<file path="config.mk">
export PLATFORM = sky130hd
export DESIGN_NAME = line_rasterizer_unit
export DESIGN_NICKNAME = d
export VERILOG_FILES = /design/src/hdl/lr_pkg.sv /design/src/hdl/line_rasterizer_unit.sv /design/src/hdl/lr_front.sv /design/src/hdl/lr_queue.sv /design/src/hdl/lr_stepper.sv
export SDC_FILE = /design/constraint.sdc
export NUM_CORES = 1
export LEC_CHECK = 0
export ABC_AREA = 1
export CORE_ASPECT_RATIO = 0.9
export CORE_MARGIN = 3
export CORE_UTILIZATION = 41
export DETAILED_ROUTE_END_ITERATION = 7
export DONT_BUFFER_PORTS = 1
export PLACE_DENSITY_LB_ADDON = 0.12
export SYNTH_ARGS = -nofsm -noshare
export SYNTH_HDL_FRONTEND = slang
export SYNTH_SLANG_ARGS = --single-unit
export TNS_END_PERCENT = 20
</file>
<file path="constraint.sdc">
create_clock -name clk -period 6.5 [get_ports clk]
set_clock_uncertainty 0.05 [all_clocks]
set_input_delay 1.625 -clock clk [delete_from_list [all_inputs] [get_ports clk]]
set_output_delay 1.625 -clock clk [all_outputs]
set_load 0.1 [all_outputs]
</file>
<file path="src/hdl/lr_pkg.sv">
package lr_pkg;

    localparam int COORD_BITS_DEF = 6;
    localparam int QUEUE_DEPTH    = 2;

    typedef enum logic
    {
        LR_IDLE,
        LR_RUN
    } lr_state_t;

endpackage

</file>
<file path="src/hdl/line_rasterizer_unit.sv">
// Channel  Direction  Handshake            Payload
// segment  in         in_valid / in_stall  start_x start_y end_x end_y
// pixel    out        out_valid / out_stall pixel_x pixel_y last_pixel
//
// A segment with major delta M gives M+1 pixel beats, one per cycle at the stepper unless out_stall holds it.
// The stepper loads each segment in its IDLE state and then steps it in its RUN state.
// The front classifies a segment into its front register and a two-entry queue holds pending segments.
// Reset clears the queue, the front register valid, the stepper state and out_valid; nothing else.
// out_stall holds the pixel register and the stepper; in_stall rises when front and queue fill.
module line_rasterizer_unit #(
    parameter int COORD_BITS = lr_pkg::COORD_BITS_DEF
) (
    input  logic                  clk,
    input  logic                  rst_n,
    input  logic                  in_valid,
    output logic                  in_stall,
    input  logic [COORD_BITS-1:0] start_x,
    input  logic [COORD_BITS-1:0] start_y,
    input  logic [COORD_BITS-1:0] end_x,
    input  logic [COORD_BITS-1:0] end_y,
    output logic                  out_valid,
    input  logic                  out_stall,
    output logic [COORD_BITS-1:0] pixel_x,
    output logic [COORD_BITS-1:0] pixel_y,
    output logic                  last_pixel
);

    localparam int CMD_W = 3 + 4 * COORD_BITS;

    logic             push;
    logic             q_full;
    logic             q_empty;
    logic             pop;
    logic [CMD_W-1:0] push_data;
    logic [CMD_W-1:0] pop_data;

    lr_front #(
        .COORD_BITS (COORD_BITS)
    ) u_front (
        .clk       (clk),
        .rst_n     (rst_n),
        .in_valid  (in_valid),
        .in_stall  (in_stall),
        .start_x   (start_x),
        .start_y   (start_y),
        .end_x     (end_x),
        .end_y     (end_y),
        .push      (push),
        .q_full    (q_full),
        .push_data (push_data)
    );

    lr_queue #(
        .WIDTH (CMD_W),
        .DEPTH (lr_pkg::QUEUE_DEPTH)
    ) u_queue (
        .clk       (clk),
        .rst_n     (rst_n),
        .push      (push),
        .push_data (push_data),
        .full      (q_full),
        .pop       (pop),
        .empty     (q_empty),
        .pop_data  (pop_data)
    );

    lr_stepper #(
        .COORD_BITS (COORD_BITS)
    ) u_stepper (
        .clk        (clk),
        .rst_n      (rst_n),
        .q_empty    (q_empty),
        .pop_data   (pop_data),
        .pop        (pop),
        .out_valid  (out_valid),
        .out_stall  (out_stall),
        .pixel_x    (pixel_x),
        .pixel_y    (pixel_y),
        .last_pixel (last_pixel)
    );

endmodule

</file>
<file path="src/hdl/lr_front.sv">
module lr_front #(
    parameter int COORD_BITS = lr_pkg::COORD_BITS_DEF,
    localparam int CMD_W = 3 + 4 * COORD_BITS
) (
    input  logic                  clk,
    input  logic                  rst_n,
    input  logic                  in_valid,
    output logic                  in_stall,
    input  logic [COORD_BITS-1:0] start_x,
    input  logic [COORD_BITS-1:0] start_y,
    input  logic [COORD_BITS-1:0] end_x,
    input  logic [COORD_BITS-1:0] end_y,
    output logic                  push,
    input  logic                  q_full,
    output logic [CMD_W-1:0]      push_data
);

    typedef struct packed {
        logic                  ymajor;
        logic                  maj_neg;
        logic                  min_neg;
        logic [COORD_BITS-1:0] maj0;
        logic [COORD_BITS-1:0] min0;
        logic [COORD_BITS-1:0] major;
        logic [COORD_BITS-1:0] minor;
    } cmd_t;

    cmd_t                  cmd_reg;
    cmd_t                  cmd_next;
    logic                  cmd_valid_reg;
    logic                  cmd_valid_next;
    logic                  load;
    logic [COORD_BITS-1:0] adx;
    logic [COORD_BITS-1:0] ady;
    logic                  x_neg;
    logic                  y_neg;
    logic                  ymajor;

    assign push     = cmd_valid_reg && !q_full;
    assign in_stall = cmd_valid_reg && q_full;
    assign load     = in_valid && !in_stall;
    assign push_data = cmd_reg;

    always_comb
    begin
        x_neg  = end_x < start_x;
        y_neg  = end_y < start_y;
        adx    = x_neg ? start_x - end_x : end_x - start_x;
        ady    = y_neg ? start_y - end_y : end_y - start_y;
        ymajor = adx < ady;
        cmd_next.ymajor  = ymajor;
        cmd_next.maj_neg = ymajor ? y_neg : x_neg;
        cmd_next.min_neg = ymajor ? x_neg : y_neg;
        cmd_next.maj0    = ymajor ? start_y : start_x;
        cmd_next.min0    = ymajor ? start_x : start_y;
        cmd_next.major   = ymajor ? ady : adx;
        cmd_next.minor   = ymajor ? adx : ady;
    end

    always_comb
    begin
        cmd_valid_next = cmd_valid_reg;
        if (load)
        begin
            cmd_valid_next = 1'b1;
        end
        else if (push)
        begin
            cmd_valid_next = 1'b0;
        end
    end

    always_ff @(posedge clk or negedge rst_n)
    begin
        if (!rst_n)
        begin
            cmd_valid_reg <= 1'b0;
        end
        else
        begin
            cmd_valid_reg <= cmd_valid_next;
        end
    end

    always_ff @(posedge clk)
    begin
        if (load)
        begin
            cmd_reg <= cmd_next;
        end
    end

endmodule

</file>
<file path="src/hdl/lr_queue.sv">
module lr_queue #(
    parameter int WIDTH = 8,
    parameter int DEPTH = lr_pkg::QUEUE_DEPTH,
    localparam int PTR_W = (DEPTH > 1) ? $clog2(DEPTH) : 1,
    localparam int CNT_W = $clog2(DEPTH + 1)
) (
    input  logic             clk,
    input  logic             rst_n,
    input  logic             push,
    input  logic [WIDTH-1:0] push_data,
    output logic             full,
    input  logic             pop,
    output logic             empty,
    output logic [WIDTH-1:0] pop_data
);

    localparam logic [PTR_W-1:0] LAST_PTR = PTR_W'(DEPTH - 1);
    localparam logic [CNT_W-1:0] FULL_CNT = CNT_W'(DEPTH);

    logic [WIDTH-1:0] entry_reg [DEPTH];
    logic [PTR_W-1:0] wr_ptr_reg;
    logic [PTR_W-1:0] wr_ptr_next;
    logic [PTR_W-1:0] rd_ptr_reg;
    logic [PTR_W-1:0] rd_ptr_next;
    logic [CNT_W-1:0] cnt_reg;
    logic [CNT_W-1:0] cnt_next;

    assign full     = cnt_reg == FULL_CNT;
    assign empty    = cnt_reg == '0;
    assign pop_data = entry_reg[rd_ptr_reg];

    always_comb
    begin
        wr_ptr_next = wr_ptr_reg;
        rd_ptr_next = rd_ptr_reg;
        cnt_next    = cnt_reg;
        if (push)
        begin
            wr_ptr_next = (wr_ptr_reg == LAST_PTR) ? '0 : wr_ptr_reg + 1'b1;
        end
        if (pop)
        begin
            rd_ptr_next = (rd_ptr_reg == LAST_PTR) ? '0 : rd_ptr_reg + 1'b1;
        end
        if (push && !pop)
        begin
            cnt_next = cnt_reg + 1'b1;
        end
        else if (pop && !push)
        begin
            cnt_next = cnt_reg - 1'b1;
        end
    end

    always_ff @(posedge clk or negedge rst_n)
    begin
        if (!rst_n)
        begin
            wr_ptr_reg <= '0;
            rd_ptr_reg <= '0;
            cnt_reg    <= '0;
        end
        else
        begin
            wr_ptr_reg <= wr_ptr_next;
            rd_ptr_reg <= rd_ptr_next;
            cnt_reg    <= cnt_next;
        end
    end

    always_ff @(posedge clk)
    begin
        if (push)
        begin
            entry_reg[wr_ptr_reg] <= push_data;
        end
    end

endmodule

</file>
<file path="src/hdl/lr_stepper.sv">
module lr_stepper #(
    parameter int COORD_BITS = lr_pkg::COORD_BITS_DEF,
    localparam int CMD_W = 3 + 4 * COORD_BITS,
    localparam int ERR_W = COORD_BITS + 3
) (
    input  logic                  clk,
    input  logic                  rst_n,
    input  logic                  q_empty,
    input  logic [CMD_W-1:0]      pop_data,
    output logic                  pop,
    output logic                  out_valid,
    input  logic                  out_stall,
    output logic [COORD_BITS-1:0] pixel_x,
    output logic [COORD_BITS-1:0] pixel_y,
    output logic                  last_pixel
);

    typedef struct packed {
        logic                  ymajor;
        logic                  maj_neg;
        logic                  min_neg;
        logic [COORD_BITS-1:0] maj0;
        logic [COORD_BITS-1:0] min0;
        logic [COORD_BITS-1:0] major;
        logic [COORD_BITS-1:0] minor;
    } cmd_t;

    cmd_t                     cmd;
    lr_pkg::lr_state_t        state_reg;
    lr_pkg::lr_state_t        state_next;
    logic                     emit;
    logic                     done;
    logic                     ymajor_reg;
    logic                     maj_neg_reg;
    logic                     min_neg_reg;
    logic [COORD_BITS-1:0]    mj_reg;
    logic [COORD_BITS-1:0]    mj_next;
    logic [COORD_BITS-1:0]    mn_reg;
    logic [COORD_BITS-1:0]    mn_next;
    logic [COORD_BITS-1:0]    rem_reg;
    logic [COORD_BITS-1:0]    rem_next;
    logic [COORD_BITS:0]      major2_reg;
    logic [COORD_BITS:0]      minor2_reg;
    logic signed [ERR_W-1:0]  err_reg;
    logic signed [ERR_W-1:0]  err_next;
    logic signed [ERR_W-1:0]  err_add;
    logic                     out_valid_reg;
    logic                     out_valid_next;
    logic [COORD_BITS-1:0]    pixel_x_reg;
    logic [COORD_BITS-1:0]    pixel_y_reg;
    logic                     last_reg;

    assign cmd        = cmd_t'(pop_data);
    assign out_valid  = out_valid_reg;
    assign pixel_x    = pixel_x_reg;
    assign pixel_y    = pixel_y_reg;
    assign last_pixel = last_reg;
    assign done       = rem_reg == '0;

    always_comb
    begin
        state_next = state_reg;
        case (state_reg)
            lr_pkg::LR_IDLE:
            begin
                if (!q_empty)
                begin
                    state_next = lr_pkg::LR_RUN;
                end
            end
            lr_pkg::LR_RUN:
            begin
                if (emit && done)
                begin
                    state_next = lr_pkg::LR_IDLE;
                end
            end
            default:
            begin
                state_next = lr_pkg::LR_IDLE;
            end
        endcase
    end

    always_comb
    begin
        pop  = 1'b0;
        emit = 1'b0;
        case (state_reg)
            lr_pkg::LR_IDLE:
            begin
                pop = !q_empty;
            end
            lr_pkg::LR_RUN:
            begin
                emit = !out_valid_reg || !out_stall;
            end
            default:
            begin
                pop  = 1'b0;
                emit = 1'b0;
            end
        endcase
    end

    always_comb
    begin
        err_add  = err_reg + $signed({2'b00, minor2_reg});
        mj_next  = maj_neg_reg ? mj_reg - 1'b1 : mj_reg + 1'b1;
        mn_next  = mn_reg;
        err_next = err_add;
        rem_next = rem_reg - 1'b1;
        if (err_add > 0)
        begin
            err_next = err_add - $signed({2'b00, major2_reg});
            mn_next  = min_neg_reg ? mn_reg - 1'b1 : mn_reg + 1'b1;
        end
    end

    always_comb
    begin
        out_valid_next = out_valid_reg;
        if (emit)
        begin
            out_valid_next = 1'b1;
        end
        else if (!out_stall)
        begin
            out_valid_next = 1'b0;
        end
    end

    always_ff @(posedge clk or negedge rst_n)
    begin
        if (!rst_n)
        begin
            state_reg     <= lr_pkg::LR_IDLE;
            out_valid_reg <= 1'b0;
        end
        else
        begin
            state_reg     <= state_next;
            out_valid_reg <= out_valid_next;
        end
    end

    always_ff @(posedge clk)
    begin
        if (pop)
        begin
            ymajor_reg  <= cmd.ymajor;
            maj_neg_reg <= cmd.maj_neg;
            min_neg_reg <= cmd.min_neg;
            mj_reg      <= cmd.maj0;
            mn_reg      <= cmd.min0;
            rem_reg     <= cmd.major;
            major2_reg  <= {cmd.major, 1'b0};
            minor2_reg  <= {cmd.minor, 1'b0};
            err_reg     <= -$signed({3'b000, cmd.major});
        end
        else if (emit && !done)
        begin
            mj_reg  <= mj_next;
            mn_reg  <= mn_next;
            err_reg <= err_next;
            rem_reg <= rem_next;
        end
        if (emit)
        begin
            pixel_x_reg <= ymajor_reg ? mn_reg : mj_reg;
            pixel_y_reg <= ymajor_reg ? mj_reg : mn_reg;
            last_reg    <= done;
        end
    end

endmodule

</file>
Word level (Yosys, flattened, before mapping):

Memory sizes are Yosys's and may differ from the RTL's.
Index checks and enable logic that the tools add are counted.

* input bits: 28
* word-level logic and storage cells: 109
* memory bits (writable): 54
* memories kept: 1
* bits in registers: 89
* output and inout port bits: 15

* bitwise logic cells: 1
* multiplexer cells: 37
* add/sub/neg operators: 16
* eq/ne operators: 2
* order comparisons: 4
* reduce and logical (&&, ||, !) cells: 23

Memory list
* u_queue.entry_reg: depth 2, width 27, rd ports 1, clocked after memory_dff 0, wr ports 1, RTL line lr_queue.sv:20 `logic [WIDTH-1:0] entry_reg [DEPTH];`

Operators with widths (number)
* two-way mux 6 bit: 17
* two-way mux 9 bit: 3
* subtractor 6 bit: 4
* less-than comparator 6 bit: 3
* subtractor 6 x 1 -> 6 bit (second input constant): 3
* two-way mux 1 bit: 14
* adder 6 x 1 -> 6 bit (second input constant): 2
* adder 9 x 8 -> 9 bit: 1
* > comparator 9 x 1 -> 1 bit (second input constant): 1
* negation 6 -> 9 bit: 1
* subtractor 9 x 8 -> 9 bit: 1
* logical NOT 1 bit: 8
* nonzero test 2 bit: 4
* logical AND 1 bit: 7
* logical NOT 6 bit: 1
* two-way mux 2 bit: 2
* adder 1 bit (second input constant): 2
* adder 2 x 1 -> 2 bit (second input constant): 1
* equality test 2 bit (second input constant): 1
* logical NOT 2 bit: 1
* inequality test 2 x 1 -> 1 bit (second input constant): 1
* case mux 1 bit (2 select lines): 1
* AND reduction 2 bit: 1
* subtractor 2 x 1 -> 2 bit (second input constant): 1
* 2 further kinds: 2

Logic depth before layout (Yosys ltp):

* word-level depth: 7
* depth in mapped cells: 24
* gate-level depth less buffers: 22

Modules after synthesis:

A second synthesis with hierarchy kept.

* cell total of the unflattened synthesis: 802
* area, all modules: 8149.1 um^2

By module, submodules not included
* lr_stepper: cells each 387, area each 3480.8 um^2, sequential area each 1701.6 um^2, times used 1
* lr_front: cells each 306, area each 2413.6 um^2, sequential area each 835.8 um^2, times used 1
* lr_queue: cells each 109, area each 2254.7 um^2, sequential area each 1721.7 um^2, times used 1

Worst setup path after synthesis:

No wires, ideal clock.

* kind: input to register
* start point: input port end_x[0]
* end point: register u_front.cmd_reg (netlist bit u_front.push_data[1]), data pin
* stages: 21
* data arrival time: 4.126 ns
* buffers on the path: 1
* library setup time: 0.261 ns
* setup slack: 2.063 ns
* data required time: 6.189 ns
* cell sequence: inv_1 -> ha_1 -> inv_1 -> fa_1 -> nand2_1 -> nand2_1 -> nand2_1 -> nand2_2 -> a21oi_4 -> nand2_1 -> nand2_1 -> nand2_1 -> and2_1 -> ha_1 -> nand2_1 -> or2_2 -> nand3_1 -> inv_1 -> buf_2 -> nand2_1 -> o21ai_0

RTL lines
* from (decl): RTL line line_rasterizer_unit.sv:19 `input logic [COORD_BITS-1:0] end_x,`
* to (signal assigned): RTL line lr_front.sv:89 `cmd_reg <= cmd_next;`
* to (decl): RTL line lr_front.sv:28 `cmd_t cmd_reg;`

==> flow_summary_export.csv <==
group,metric,value,unit
timing,setup_slack,2.14,ns
timing,rsz0062_at_grt,"false",
synth,syn_avg_cell_area,9.64,µm²
power_and_ir_drop,power_density,565,nW/µm²
timing,slew_headroom,30.0,%
power_and_ir_drop,switching_power,2100,µW
place,port_buffers,0,
detailed_routing,first_pass_iters,5,
worst_setup_path,critPathMostFrequentCell,"nand2_1",
power_and_ir_drop,leakagePower,0.00388,µW
clock_network,worstSkewPairLatency,0.42,ns
timing,slew_viol_final,0,
floorplanning,die_area,21000,µm²
layout,nets,914,
power_and_ir_drop,netSwitchingFraction,42.1,%
hold_path,min_path_type,"reg2reg",
detailed_routing,vias,5312,
global_route,grt_pass1_wl,26100,µm
timing,finalSetupViolations,0,
detailed_routing,remaining_drc_errors,0,
detailed_routing,routed_via_density,4.90,
clock_network,cts_root_buffer,"clkbuf_16",
clock_network,numCtsBuffers,17,
global_route,antenna_found_initial,0,
layout,largest_reg_flops,54,
clock_network,cts.clk_slew.worst_paths,0.06,ns
layout,final_common_cell,"nand2_1",
timing,setup_tns,0,ns
worst_setup_path,crit_buf_inv,3,
clock_network,post_cts_buffers,0,
floorplanning,start_util,42.4,%
synth,synth-edff-count,136,
clock_network,postCtsHoldBufs,0,
place,place_ws,1.73,ns
global_route,grtUsageTotal,15.7,%
power_and_ir_drop,p_seq_share,41.2,%
global_route,grt_max_degree,49,
layout,final_cell_mix,"nand2_1, edfxtp_1, inv_1",
worst_setup_path,crit_type,"in2reg",
worst_setup_path,crit_arrival,4.46,ns
synth,netlist_area,7920,µm²
run_status,status,"finished clean",
synth,synthCells,822,
detailed_routing,routed_wl,15600,µm
power_and_ir_drop,p_int,2880,µW
power_and_ir_drop,clkPwrFrac,20.0,%
detailed_routing,wl_per_cell,14.4,µm
synth,yosysWarningCount,0,
synth,syn_nets,909,
clock_network,clock_sinks,143,
place,gp_congestion,0.939,
floorplanning,fp.coreArea,18700,µm²
worst_setup_path,crit_chain,"inv_1, ha_1, inv_1, fa_1, nand2_1, nand2_1, nand2_1, nand2_2, a21oi_4, nand2_1, nand2_1, nand2_1, and2_1, ha_1, nand2_1, or2_2, nand3_1, buf_4, o21ai_0",
synth,synth_seq_cells,143,
worst_setup_path,slowest_stage,"fa_1",
worst_setup_path,critPathCaptureType,"flop",
timing,worst_pin_slew,1.05,ns
worst_setup_path,critical-path-top-delay-family,"simple AND/OR/NAND/NOR gates",
floorplanning,dieHeight,138,µm
layout,syn_to_final_growth,11.3,%
power_and_ir_drop,peakVddDrop,0.000163,V
floorplanning,ios,43,
worst_setup_path,crit_fanout,40,
detailed_routing,drtIter0Drc,307,
worst_setup_path,max_stage_delay,0.41,ns
global_route,grt_pass1_vias,5319,
synth,ys_async_sr_fraction,4.90,%
floorplanning,fp.dieW,153,µm
floorplanning,fp-row-count,47,
place,dp_hpwl,11700,µm
timing,timing.final.crit_share,67.1,%
clock_network,cts.path.max_buffers,2,
worst_setup_path,worstPathRequired,6.60,ns
layout,diodes,0,
detailed_routing,drtAntennaViolNets,0,
global_route,overflow,0,
timing,hold_viol,0,
run,cap_violations,0,
synth,ys_seq_area_share,53.8,%
timing,fmax,229,MHz
timing,fin_crit,4.36,ns
synth,synth-main-ff-cell,"edfxtp_1",
synth,synth_cell_types,45,
worst_setup_path,critPathLaunchType,"primary input",
power_and_ir_drop,finalPower,4980,µW
clock_network,cts_tree,"yes",
clock_network,cts_resized,0,
layout,drive_gt1_share,8.33,%
clock_network,ctsHtreeMaxLevel,4,
power_and_ir_drop,power_frac_comb,38.8,%
## final timing paths
check	slack [ns]	end	depth (start not counted)	startpoint
min	0.39	u_queue.entry_reg[0][25]	0	u_front.push_data[25]
min in group asynchronous	0.85	u_front.cmd_valid_reg	0	rst_n
max reg2reg	3.45	u_stepper.mn_reg[2]	11	u_stepper.err_reg[1]
min reg2reg	0.39	u_queue.entry_reg[0][25]	0	u_front.push_data[25]
max in group asynchronous	5.48	u_stepper.out_valid	0	rst_n
max	2.14	u_front.push_data[25]	19	end_x[0]
## layer usage
layer	track usage (%)	vias up	part of all wire, %
met5	0	-	0
met4	6.68	0	2.2
met3	3.56	25	3.9
met2	25.4	112	45
met1	20.5	2441	49
li1	-	2734	-
## layout make-up
cell class / count / area, µm²
fillers: 1720 / 9890
flip-flops and latches: 143 / 4260
multi-input cells: 554 / 3180
clock buffers: 17 / 425
inverters: 105 / 394
well taps: 245 / 307
clock inverters: 15 / 184
repair buffers: 6 / 62.6
## power by group through the flow
| stage | Combinational (µW) | Sequential, µW | Clock (µW) |
|---|---|---|---|
| 2_1_floorplan | 1500 | 2010 | 0 |
| 3_3_place_gp | 1890 | 2060 | 0 |
| 3_5_place_dp | 1930 | 2080 | 0 |
| 4_1_cts | 1950 | 2060 | 1020 |
| 5_1_grt | 2230 | 2100 | 1060 |
| 6_report | 1930 | 2050 | 996 |
## logic make-up (layout without fill, tap and decap cells)
kind of cell | count (synthesis) | in the layout | share of synthesized area (%)
adder cells (fa/ha/maj) | 59 | 59 | 10.1
AO/OA/AOI/OAI | 100 | 100 | 7.43
buffers and inverters | 125 | 143 | 6.29
AND/OR/NAND/NOR | 368 | 368 | 19.4
flip-flops | 143 | 143 | 53.8
XOR/XNOR | 27 | 27 | 2.99
## Yosys cell counts (8+ instances only)
library cell | instances | area (µm²)
nand3_1 | 41 | 205
inv_1 | 101 | 379
o21ai_1 | 10 | 50.1
o21ai_0 | 41 | 205
edfxtp_1 | 136 | 4080
nor2_1 | 52 | 195
nand2_1 | 242 | 908
or2_2 | 9 | 56.3
ha_1 | 51 | 638
a21oi_1 | 21 | 105
fa_1 | 8 | 160
clkbuf_1 | 10 | 37.5
xnor2_1 | 12 | 105
xor2_1 | 15 | 131
## per-stage QoR
stage	utilization [%]	hold slack, ns	instances	area (µm²)
2_1_floorplan	-	0.371	822	7920
3_3_place_gp	43.9	0.378	1053	8200
3_5_place_dp	43.9	0.380	1053	8200
4_1_cts	47.1	0.394	1085	8810
5_1_grt	47.1	0.413	1085	8810
6_report	47.1	0.394	1085	8810
(Power assumes the default switching activity.)
